`config.mk`:
```
export PLATFORM = sky130hd
export DESIGN_NAME = gsm_septet_packer
export DESIGN_NICKNAME = d
export VERILOG_FILES = /design/src/rtl/gsp_pkg.sv /design/src/rtl/gsp_front.sv /design/src/rtl/gsp_queue.sv /design/src/rtl/gsp_back.sv /design/src/rtl/gsm_septet_packer.sv
export SDC_FILE = /design/constraint.sdc
export NUM_CORES = 1
export LEC_CHECK = 0
export ABC_AREA = 1
export BUFFER_PORTS_ARGS = -buffer_cell sky130_fd_sc_hd__buf_2
export CORE_ASPECT_RATIO = 0.75
export CORE_MARGIN = 5
export CORE_UTILIZATION = 63
export CTS_BUF_LIST = sky130_fd_sc_hd__clkbuf_4 sky130_fd_sc_hd__clkbuf_8
export CTS_CLUSTER_SIZE = 40
export DETAILED_ROUTE_END_ITERATION = 16
export PLACE_DENSITY = 0.82
export SLEW_MARGIN = 20
export SYNTH_ARGS = -nofsm -noshare
export SYNTH_HDL_FRONTEND = slang
export SYNTH_HIERARCHICAL = 1
export SYNTH_SLANG_ARGS = --single-unit
```
`constraint.sdc`:
```
create_clock -name clk -period 1.84 [get_ports clk]
set_input_delay 0.552 -clock clk [delete_from_list [all_inputs] [get_ports clk]]
set_output_delay 0.552 -clock clk [all_outputs]
set_load 0.005 [all_outputs]
```
`src/rtl/gsp_pkg.sv`:
```
// shared types, constants and the latin-1 to septet map for the septet packer
`default_nettype none

package gsp_pkg;

	localparam int SeptetW = 7;
	localparam int OctetW  = 8;
	localparam int PosW    = 3;

	localparam logic [SeptetW-1:0] UNKNOWN_SEPTET = 7'h3f;
	localparam logic [OctetW-1:0]  QUESTION_MARK  = 8'h3f;
	localparam logic [PosW-1:0]    LAST_POS       = 3'd7;

	// one mapped character on its way from the front to the back
	typedef struct packed {
		logic [SeptetW-1:0] septet;
		logic               last;
	} sym_t;

	// first match of the default alphabet, question mark and unmatched characters give the unknown code
	function automatic logic [SeptetW-1:0] to_septet(input logic [OctetW-1:0] c);
		logic [SeptetW-1:0] s;
		s = UNKNOWN_SEPTET;
		if (c == QUESTION_MARK) begin
			s = UNKNOWN_SEPTET;
		end else if ((c >= 8'h20 && c <= 8'h23) || (c >= 8'h25 && c <= 8'h3e) ||
		             (c >= 8'h41 && c <= 8'h5a) || (c >= 8'h61 && c <= 8'h7a)) begin
			// printable ascii in these ranges keeps its own code
			s = c[SeptetW-1:0];
		end else begin
			unique case (c)
				8'h40:   s = 7'd0;
				8'ha3:   s = 7'd1;
				8'h24:   s = 7'd2;
				8'ha5:   s = 7'd3;
				8'he8:   s = 7'd4;
				8'he9:   s = 7'd5;
				8'hf9:   s = 7'd6;
				8'hec:   s = 7'd7;
				8'hf2:   s = 7'd8;
				8'hc7:   s = 7'd9;
				8'h0a:   s = 7'd10;
				8'hd8:   s = 7'd11;
				8'hf8:   s = 7'd12;
				8'h0d:   s = 7'd13;
				8'hc5:   s = 7'd14;
				8'he5:   s = 7'd15;
				8'h5f:   s = 7'd17;
				8'hc6:   s = 7'd28;
				8'he6:   s = 7'd29;
				8'hdf:   s = 7'd30;
				8'hc9:   s = 7'd31;
				8'ha4:   s = 7'd36;
				8'ha1:   s = 7'd64;
				8'hc4:   s = 7'd91;
				8'hd6:   s = 7'd92;
				8'hd1:   s = 7'd93;
				8'hdc:   s = 7'd94;
				8'ha7:   s = 7'd95;
				8'hbf:   s = 7'd96;
				8'he4:   s = 7'd123;
				8'hf6:   s = 7'd124;
				8'hf1:   s = 7'd125;
				8'hfc:   s = 7'd126;
				8'he0:   s = 7'd127;
				default: s = UNKNOWN_SEPTET;
			endcase
		end
		return s;
	endfunction

endpackage

`default_nettype wire

```
`src/rtl/gsp_front.sv`:
```
// front stage: takes characters, maps them to septets and registers them
`default_nettype none

module gsp_front (
	input  wire                   clk,
	input  wire                   arst_n,
	input  wire                   in_valid,
	output logic                  in_stall,
	input  wire  [7:0]            char_code,
	input  wire                   last_char,
	output logic                  sym_valid,
	output gsp_pkg::sym_t         sym,
	input  wire                   sym_full
);
	import gsp_pkg::*;

	logic valid_s1;
	sym_t sym_s1;
	logic advance;

	// stage moves on when empty or when the queue takes what it holds
	assign advance  = !valid_s1 || !sym_full;
	assign in_stall = !advance;

	always_ff @(posedge clk or negedge arst_n) begin
		if (!arst_n) begin
			valid_s1 <= 1'b0;
			sym_s1   <= '0;
		end else if (advance) begin
			valid_s1 <= in_valid;
			if (in_valid) begin
				sym_s1.septet <= to_septet(char_code);
				sym_s1.last   <= last_char;
			end
		end
	end

	assign sym_valid = valid_s1;
	assign sym       = sym_s1;

endmodule

`default_nettype wire

```
`src/rtl/gsp_queue.sv`:
```
// two-entry queue between the front and the packing back end
`default_nettype none

module gsp_queue (
	input  wire                   clk,
	input  wire                   arst_n,
	input  wire                   push,
	input  gsp_pkg::sym_t         push_sym,
	output logic                  full,
	input  wire                   pop,
	output logic                  pop_valid,
	output gsp_pkg::sym_t         pop_sym
);
	import gsp_pkg::*;

	sym_t       mem_q [2];
	logic       wr_ptr_q;
	logic       rd_ptr_q;
	logic [1:0] count_q;
	logic       do_push;
	logic       do_pop;

	assign full      = (count_q == 2'd2);
	assign pop_valid = (count_q != 2'd0);
	assign pop_sym   = mem_q[rd_ptr_q];
	assign do_push   = push && !full;
	assign do_pop    = pop && pop_valid;

	always_ff @(posedge clk) begin
		if (do_push) begin
			mem_q[wr_ptr_q] <= push_sym;
		end
	end

	always_ff @(posedge clk or negedge arst_n) begin
		if (!arst_n) begin
			wr_ptr_q <= 1'b0;
			rd_ptr_q <= 1'b0;
			count_q  <= 2'd0;
		end else begin
			if (do_push) begin
				wr_ptr_q <= !wr_ptr_q;
			end
			if (do_pop) begin
				rd_ptr_q <= !rd_ptr_q;
			end
			unique case ({do_push, do_pop})
				2'b10:   count_q <= count_q + 2'd1;
				2'b01:   count_q <= count_q - 2'd1;
				default: count_q <= count_q;
			endcase
		end
	end

endmodule

`default_nettype wire

```
`src/rtl/gsp_back.sv`:
```
// back end: packs septets into octets and drives the output register
`default_nettype none

module gsp_back (
	input  wire                   clk,
	input  wire                   arst_n,
	input  wire                   cfg_we,
	input  wire  [2:0]            cfg_wdata,
	input  wire                   sym_valid,
	input  gsp_pkg::sym_t         sym,
	output logic                  sym_pop,
	output logic                  out_valid,
	input  wire                   out_stall,
	output logic [7:0]            octet,
	output logic                  last_octet
);
	import gsp_pkg::*;

	logic [PosW-1:0]      fill_q;
	logic [PosW-1:0]      pos_q;
	logic [OctetW-1:0]    pend_q;
	logic                 flush_q;
	logic [OctetW-1:0]    flush_oct_q;
	logic                 out_valid_q;
	logic [OctetW-1:0]    octet_q;
	logic                 last_q;

	logic                 out_free;
	logic [14:0]          acc;
	logic                 emit;
	logic [PosW-1:0]      new_pos;
	logic [OctetW-1:0]    new_pend;

	assign out_free = !out_valid_q || !out_stall;
	assign sym_pop  = sym_valid && out_free && !flush_q && !cfg_we;

	always_comb begin
		acc      = {7'd0, pend_q} | ({8'd0, sym.septet} << pos_q);
		emit     = (pos_q != 3'd0);
		new_pos  = emit ? (pos_q - 3'd1) : LAST_POS;
		new_pend = emit ? {1'b0, acc[14:8]} : acc[7:0];
	end

	always_ff @(posedge clk or negedge arst_n) begin
		if (!arst_n) begin
			fill_q      <= '0;
			pos_q       <= '0;
			pend_q      <= '0;
			flush_q     <= 1'b0;
			flush_oct_q <= '0;
			out_valid_q <= 1'b0;
			octet_q     <= '0;
			last_q      <= 1'b0;
		end else if (cfg_we) begin
			// new fill restarts the message
			fill_q  <= cfg_wdata;
			pos_q   <= cfg_wdata;
			pend_q  <= '0;
			flush_q <= 1'b0;
		end else if (out_free) begin
			if (flush_q) begin
				out_valid_q <= 1'b1;
				octet_q     <= flush_oct_q;
				last_q      <= 1'b1;
				flush_q     <= 1'b0;
			end else if (sym_valid) begin
				out_valid_q <= emit || sym.last;
				octet_q     <= emit ? acc[7:0] : new_pend;
				if (sym.last) begin
					// partial octet left over goes out on the next slot
					if (emit && new_pos != 3'd0) begin
						last_q      <= 1'b0;
						flush_q     <= 1'b1;
						flush_oct_q <= new_pend;
					end else begin
						last_q <= 1'b1;
					end
					pos_q  <= fill_q;
					pend_q <= '0;
				end else begin
					last_q <= 1'b0;
					pos_q  <= new_pos;
					pend_q <= new_pend;
				end
			end else begin
				out_valid_q <= 1'b0;
			end
		end
	end

	assign out_valid  = out_valid_q;
	assign octet      = octet_q;
	assign last_octet = last_q;

endmodule

`default_nettype wire

```
`src/rtl/gsm_septet_packer.sv`:
```
// top level of the gsm default-alphabet septet packer
`default_nettype none

// takes one latin-1 character per request and packs its 7-bit gsm default
// alphabet code lsb first into octets, after fill_bits zero bits at the bottom
// of the first octet. a character is taken every clock cycle while the front
// does not stall on a full queue; each request yields one octet except when
// the position wraps, and the final character of a message may yield two, in
// which case the back end sends the flushed partial octet in an extra output
// slot. a request passes through the front map register, the two-entry queue
// and the output register. the map is gsp_pkg::to_septet in the front stage.
// writing fill_bits restarts the packer and must be done while idle.
module gsm_septet_packer (
	input  wire        clk,
	input  wire        arst_n,
	// configuration
	input  wire        cfg_we,
	input  wire  [2:0] cfg_wdata,
	// character requests
	input  wire        in_valid,
	output logic       in_stall,
	input  wire  [7:0] char_code,
	input  wire        last_char,
	// packed octets
	output logic       out_valid,
	input  wire        out_stall,
	output logic [7:0] octet,
	output logic       last_octet
);
	import gsp_pkg::*;

	// front to queue
	logic sym_valid;
	sym_t front_sym;
	logic q_full;

	// queue to back end
	logic q_valid;
	sym_t q_sym;
	logic q_pop;

	// map stage, stalls only when the queue is full
	gsp_front u_front (
		.clk       (clk),
		.arst_n    (arst_n),
		.in_valid  (in_valid),
		.in_stall  (in_stall),
		.char_code (char_code),
		.last_char (last_char),
		.sym_valid (sym_valid),
		.sym       (front_sym),
		.sym_full  (q_full)
	);

	// short queue so front and back stall independently
	gsp_queue u_queue (
		.clk       (clk),
		.arst_n    (arst_n),
		.push      (sym_valid),
		.push_sym  (front_sym),
		.full      (q_full),
		.pop       (q_pop),
		.pop_valid (q_valid),
		.pop_sym   (q_sym)
	);

	// bit packer and output register
	gsp_back u_back (
		.clk        (clk),
		.arst_n     (arst_n),
		.cfg_we     (cfg_we),
		.cfg_wdata  (cfg_wdata),
		.sym_valid  (q_valid),
		.sym        (q_sym),
		.sym_pop    (q_pop),
		.out_valid  (out_valid),
		.out_stall  (out_stall),
		.octet      (octet),
		.last_octet (last_octet)
	);

endmodule

`default_nettype wire

```
; ---- Yosys cells after proc, flatten, opt, wreduce, memory -nomap -nowiden
; Memories as Yosys holds them, arrays and structs flattened.
; Cells that the tools add are included.
; W data, S select, Z words.
[word_totals]
regBits = 46
latch_bits = 0
ram_bits = 16
romBits = 0
in_bits = 17
memories = 1
[classes]
n_addsub = 3
n_mul = 0
div = 0
order_cmp = 8
n_eq_ne = 39
shift = 1
mux = 33
n_bitwise = 3
n_reduce_logical = 37
[mem_list]
columns = memory, depth, width, rd, rd_ports_with_merged_regs, write_ports, line_no
row1 = u_queue.mem_q, 2, 8, 1, 0, 1, gsp_queue.sv:16  ; sym_t mem_q [2];
[ops]
columns = operator, n
row1 = $pmux W7 S34, 1
row2 = $eq A8 B8 Y1 const B, 29
row3 = $mux W8, 9
row4 = $mux W3, 6
row5 = $eq A8 B4 Y1 const B, 2
row6 = $eq A8 B6 Y1 const B, 2
row7 = $eq A8 B7 Y1 const B, 2
row8 = $ge A8 B6 Y1 const B, 2
row9 = $ge A8 B7 Y1 const B, 2
row10 = $le A8 B6 Y1 const B, 2
row11 = $le A8 B7 Y1 const B, 2
row12 = $or A8 B15 Y15, 1
row13 = $shl A7 B3 Y15, 1
row14 = $mux W1, 14
row15 = $mux W7, 2
row16 = $logic_and A1 B1 Y1, 10
row17 = $reduce_bool A2 Y1, 5
row18 = $logic_not A1 Y1, 9
row19 = $logic_or A1 B1 Y1, 6
row20 = $reduce_and A3 Y1, 2
row21 = $reduce_and A6 Y1, 1
row22 = $reduce_bool A3 Y1, 2
row23 = $eq A2 B2 Y1 const B, 2
row24 = $pmux W2 S2, 1
row25 = 7 further kinds, 9

; ---- Depth between registers and ports, before layout
[logic_depth]
depth_word = 10
mapped_depth = 14

; ---- By module
; Netlist, hierarchy kept.
[by_module_without_submodules]
columns = mod, instances, cells_each, area_per_inst_um2
row1 = gsp_back, 1, 257, 1883.1
row2 = gsp_front, 1, 224, 1143.6
row3 = gsp_queue, 1, 73, 807.0

; ---- Worst setup path before layout
; No wires, ideal clock.
[synth_timing]
kind = in2reg
startpoint = in char_code[4]
endpoint = reg u_front.sym_s1 (netlist bit u_front/sym[5])
arrival_time_ns = 1.586
setup_slack_ns = 0.131
stages = 13
path_buffers = 1
path_cell_list = buf_4 nand2_1 nor2_2 nand2_1 inv_1 nor2_1 nand2_1 nor2_1 nand2_1 nor2_1 nand2_1 nand2_1 a21oi_1
[synth_between]
elab_chain_cells = 7
elab_cells_between_ends = 53
[synth_rtl]
columns = item, line_no
row1 = from (decl), gsm_septet_packer.sv:22  ; input wire [7:0] char_code,
row2 = $ge A8 B6 Y1 or $le A8 B6 Y1 (tied branches), gsp_pkg.sv:26  ; end else if ((c >= 8'h20 && c <= 8'h23) || (c >= 8'h25 && c <= 8'h3e) ||
row3 = $logic_and A1 B1 Y1, gsp_pkg.sv:26
row4 = $logic_or A1 B1 Y1 (2 in a row), gsp_pkg.sv:26
row5 = $logic_or A1 B1 Y1, gsp_pkg.sv:27  ; (c >= 8'h41 && c <= 8'h5a) || (c >= 8'h61 && c <= 8'h7a)) begin
row6 = $mux W7, gsp_pkg.sv:26
row7 = $mux W7 *, gsp_pkg.sv:24  ; if (c == QUESTION_MARK) begin
row8 = to (decl), gsp_front.sv:18  ; sym_t sym_s1;
; Every way passes the cells marked *; elsewhere a longest branch is shown, timed or not.
; A chain may end at the register's enable or synchronous reset.

; ---- Final worst setup path
[layout_timing]
startpoint = reg u_queue.count_q[0]
endpoint = reg u_queue.count_q[1]
[layout_between]
elab_chain_cells = 7
elab_cells_between_ends = 14
[layout_rtl]
columns = item, line_no
row1 = from (decl), gsp_queue.sv:19  ; logic [1:0] count_q;
row2 = from (signal assigned), gsp_queue.sv:48  ; 2'b10: count_q <= count_q + 2'd1;
row3 = from (signal assigned), gsp_queue.sv:49  ; 2'b01: count_q <= count_q - 2'd1;
row4 = from (signal assigned), gsp_queue.sv:50  ; default: count_q <= count_q;
row5 = $reduce_bool A2 Y1 *, gsp_queue.sv:24  ; assign pop_valid = (count_q != 2'd0);
row6 = via q_valid, gsm_septet_packer.sv:38  ; logic q_valid;
row7 = $logic_and A1 B1 Y1 * (3 in a row), gsp_back.sv:35  ; assign sym_pop = sym_valid && out_free && !flush_q && !cfg_we;
row8 = via q_pop, gsm_septet_packer.sv:40  ; logic q_pop;
row9 = $logic_and A1 B1 Y1 *, gsp_queue.sv:27  ; assign do_pop = pop && pop_valid;
row10 = via u_queue.do_pop, gsp_queue.sv:21  ; logic do_pop;
row11 = $eq A2 B1 Y1 or $eq A2 B2 Y1 (tied branches), gsp_queue.sv:47  ; unique case ({do_push, do_pop})
row12 = $pmux W2 S2 or $reduce_bool A2 Y1 (tied branches), -
; Mark *: on every way through the listed nets, which the timed path passes. The rest lies on a longest branch.

==> results.py <==
metrics = {
    "run_status": {
        "status": "finished, final reports clean",
    },
    "layout": {
        "drive_above_1_share": 0.2066,
        "area_delta_synth_final_pct": 20.04,
        "layout_common_cells": "nand2_1 (217), nor2_1 (68), buf_4 (46), nand3_1 (46), dfrtp_1 (44)",
        "n_antenna_cell": 0,
        "final_common_cell": "nand2_1",
        "final_nets": 650,
    },
    "global_route": {
        "grt_usage": 0.3063,
        "grt_pass1_wl_mm": 18.50,
        "globalRouteMet1Util": 0.4550,
        "busiest_layer": "met1",
        "met2_usage": 0.4334,
        "first_global_vias": 3721,
        "grt_antenna_before_repair": 0,
        "use_met3": 0.1111,
        "overflow": 0,
        "grt_start_max_net_pins": 33,
    },
    "worst_hold_path": {
        "min_path_type": "input port to asynchronous set/reset pin",
    },
    "floorplanning": {
        "rows": 24,
        "io_pins": 28,
        "start_util": 0.6547,
        "core_um2": 5856,
        "die-area_um2": 7761,
        "die_h_um": 77.56,
        "die_w_um": 100.1,
    },
    "timing": {
        "tightest_slew_ns": 0.3849,
        "setup_ws_ns": 0.07039,
        "max_freq_ghz": 0.5651,
        "fin_setup_tns_ns": 0,
        "drv_slew": 0,
        "period_share": 0.9617,
        "hold_slack_ns": 0.1135,
        "hold_violations": 0,
        "skew_ns": 0.008726,
        "setup_viol_count_final": 0,
        "period_minus_slack_ns": 1.770,
        "relSlewSlack": 0.7434,
    },
    "clock_network": {
        "cts_tree": "built",
        "htreeDepth": 3,
        "cts_buffers": 9,
        "insertion_delay_ns": 0.35,
        "clock-sinks": 62,
        "clockBufferDepth": 2,
        "clkTransAtPathRegs_ns": 0.07,
        "clockRootBuffer": "clkbuf_8",
        "hold_buffers": 0,
    },
    "pwr": {
        "worst_ir_drop_vdd_uv": 821.7,
        "power-per-cell-area_nw_per_um2": 1496,
        "leakage_nw": 2.464,
    },
    "setup_path": {
        "reg2reg_from": "u_queue/count_q[0]",
        "cp_slowest_stage_delay_ns": 0.45,
        "crit_family": "simple AND/OR/NAND/NOR gates",
        "path_buf_inv": 3,
        "r2r_slack_ns": 0.07,
        "worstPathRequired_ns": 2.08,
        "r2r-end": "u_queue/count_q[1]",
        "reg2regPathDepth": 11,
        "crit_type": "flop to flop",
        "critPathSlowestCell": "dfrtp_2",
        "cp_max_fo": 5,
        "endpoint_kind": "flop",
        "crit_top_cell": "nand2_1",
        "cp.arrival_ns": 2.01,
        "crit_chain": "inv_2 > nand2_2 > nand3_2 > nor2_4 > nand2_1 > inv_1 > ha_1 > inv_1 > nand3_1 > nand2_1 > nand2_1",
        "startpoint_type": "flop",
    },
    "detailed_routing": {
        "wl_per_cell_um": 15.86,
        "num_vias": 4090,
        "ant_nets": 0,
        "drc": 0,
        "dr.pass1.iters": 8,
        "via_per_inst": 5.744,
        "routed_wirelength_mm": 11.29,
        "drt-initial-drc-count": 529,
    },
    "logic_synthesis": {
        "ys_warn_count": 6,
        "ys_seq_elements": 62,
        "seq_area_frac_synth": 0.4256,
        "syn_area_um2": 3834,
        "postSynthCellCount": 554,
        "syn_nets": 575,
        "synth_cell_type_count": 36,
        "synth.avg_cell_area_um2": 6.920,
    },
    "run": {
        "maxCapViolCount": 0,
    },
    "place": {
        "io_buffers": 27,
        "dp_hpwl_mm": 8.508,
        "pre_cts_slack_ns": -0.1699,
        "gp_congestion": 1.014,
    },
}
## registers in the layout, indices dropped and copies added, names as in the netlist, 2 cells and up
register and count:
u_queue/mem_q 16, u_queue/count_q 2, u_back/flush_oct_q 8, u_back/pend_q 8, u_back/fill_q 3, u_front/sym 8
u_back/pos_q 3, u_back/octet 8
## where the power goes
part / total [mW] / switching [mW] / internal (mW)
clock network: 1.38 / 0.571 / 0.806
registers: 2.26 / 0.311 / 1.95
logic: 3.25 / 2.16 / 1.08
## layout make-up
cell class                 count  area (um^2)
fill                         410         1254
timing repair buffer          74        500.5
sequential                    62         1634
clock buffer                  10        137.6
inverter                      53        198.9
multi-input combinational    429         1941
tap                           78        97.59
clock inverter                 6        92.59
## cell families (layout without fill, tap and decap cells)
family,after synthesis,in the layout,share of synthesized area
buffers and inverters,63,143,0.06886
flip-flops,62,62,0.4256
AND/OR/NAND/NOR,363,363,0.3988
adder cells (fa/ha/maj),4,4,0.01306
XOR/XNOR,1,1,0.002285
AO/OA/AOI/OAI,61,61,0.09139
## stage by stage
| step | instances | util | area [um^2] | power [mW] |
|---|---|---|---|---|
| floorplan | 554 | - | 3834 | 4.288 |
| global placement | 694 | 0.7432 | 4352 | 5.151 |
| detailed placement | 694 | 0.7432 | 4352 | 5.303 |
| CTS | 710 | 0.7825 | 4582 | 6.738 |
| global route | 712 | 0.7859 | 4602 | 7.362 |
| finish | 712 | 0.7859 | 4602 | 6.885 |
## synth_stat cells
master,n,area (um^2)
a21boi_0,1,7.510
and2_1,1,6.260
nand3_1,46,230.2
o21ai_0,13,65.06
nand4_1,9,56.30
o21a_1,1,7.510
buf_4,4,30.03
nor3b_1,1,7.510
nand3_2,2,20.02
o21ai_2,1,8.760
nand2_2,8,50.05
a31oi_1,3,18.77
nand2_1,217,814.5
inv_1,37,138.9
dfrtp_1,46,1151
buf_2,4,20.02
a21oi_1,27,135.1
nor2_4,1,11.26
o21ai_1,6,30.03
buf_6,1,11.26
nor2_8,1,20.02
o31ai_1,1,7.510
o211ai_1,4,30.03
edfxtp_1,16,480.5
nor3_1,1,5.000
inv_2,16,60.06
nor2_2,6,37.54
o21bai_2,1,11.26
nand2_4,1,11.26
nor2_1,69,259.0
o31ai_2,1,12.51
xnor2_1,1,8.760
clkbuf_1,1,3.750
ha_1,4,50.05
o2111ai_1,1,8.760
o21bai_1,1,7.510
## worst reg2reg max path: stages (launching register included)
cell	delay, ns
dfrtp_2	0.45
inv_2	0.09
nand2_2	0.12
nand3_2	0.14
nor2_4	0.04
nand2_1	0.13
inv_1	0.06
ha_1	0.33
inv_1	0.10
nand3_1	0.08
nand2_1	0.07
nand2_1	0.05
## routing by layer
| layer | routed length [um] | vias up |
|---|---|---|
| met1 | 4832 | 1877 |
| met2 | 4828 | 258 |
| met3 | 1482 | 24 |
| met4 | 149 | 0 |
| li1 | - | 1931 |
| met5 | 0 | - |
## how the worst max path moves through the flow
stage / from / endpoint / slack (ns) / cells past startpoint
2_1_floorplan: char_code[4] / u_front/sym[5] / 0.13 / 13
3_3_place_gp: char_code[4] / u_front/sym[7] / -0.16 / 12
3_5_place_dp: char_code[4] / u_front/sym[7] / -0.17 / 12
4_1_cts: u_queue/count_q[0] / in_stall / 0.03 / 4
5_1_grt: u_queue/count_q[0] / u_queue/count_q[1] / -0.03 / 12
6_report: u_queue/count_q[0] / u_queue/count_q[1] / 0.07 / 11
## what timing repair did
action,CTS,global route
resized for setup,0,3
setup buffers,0,2
setup endpoints to repair,0,17
(Power assumes the default switching activity.)
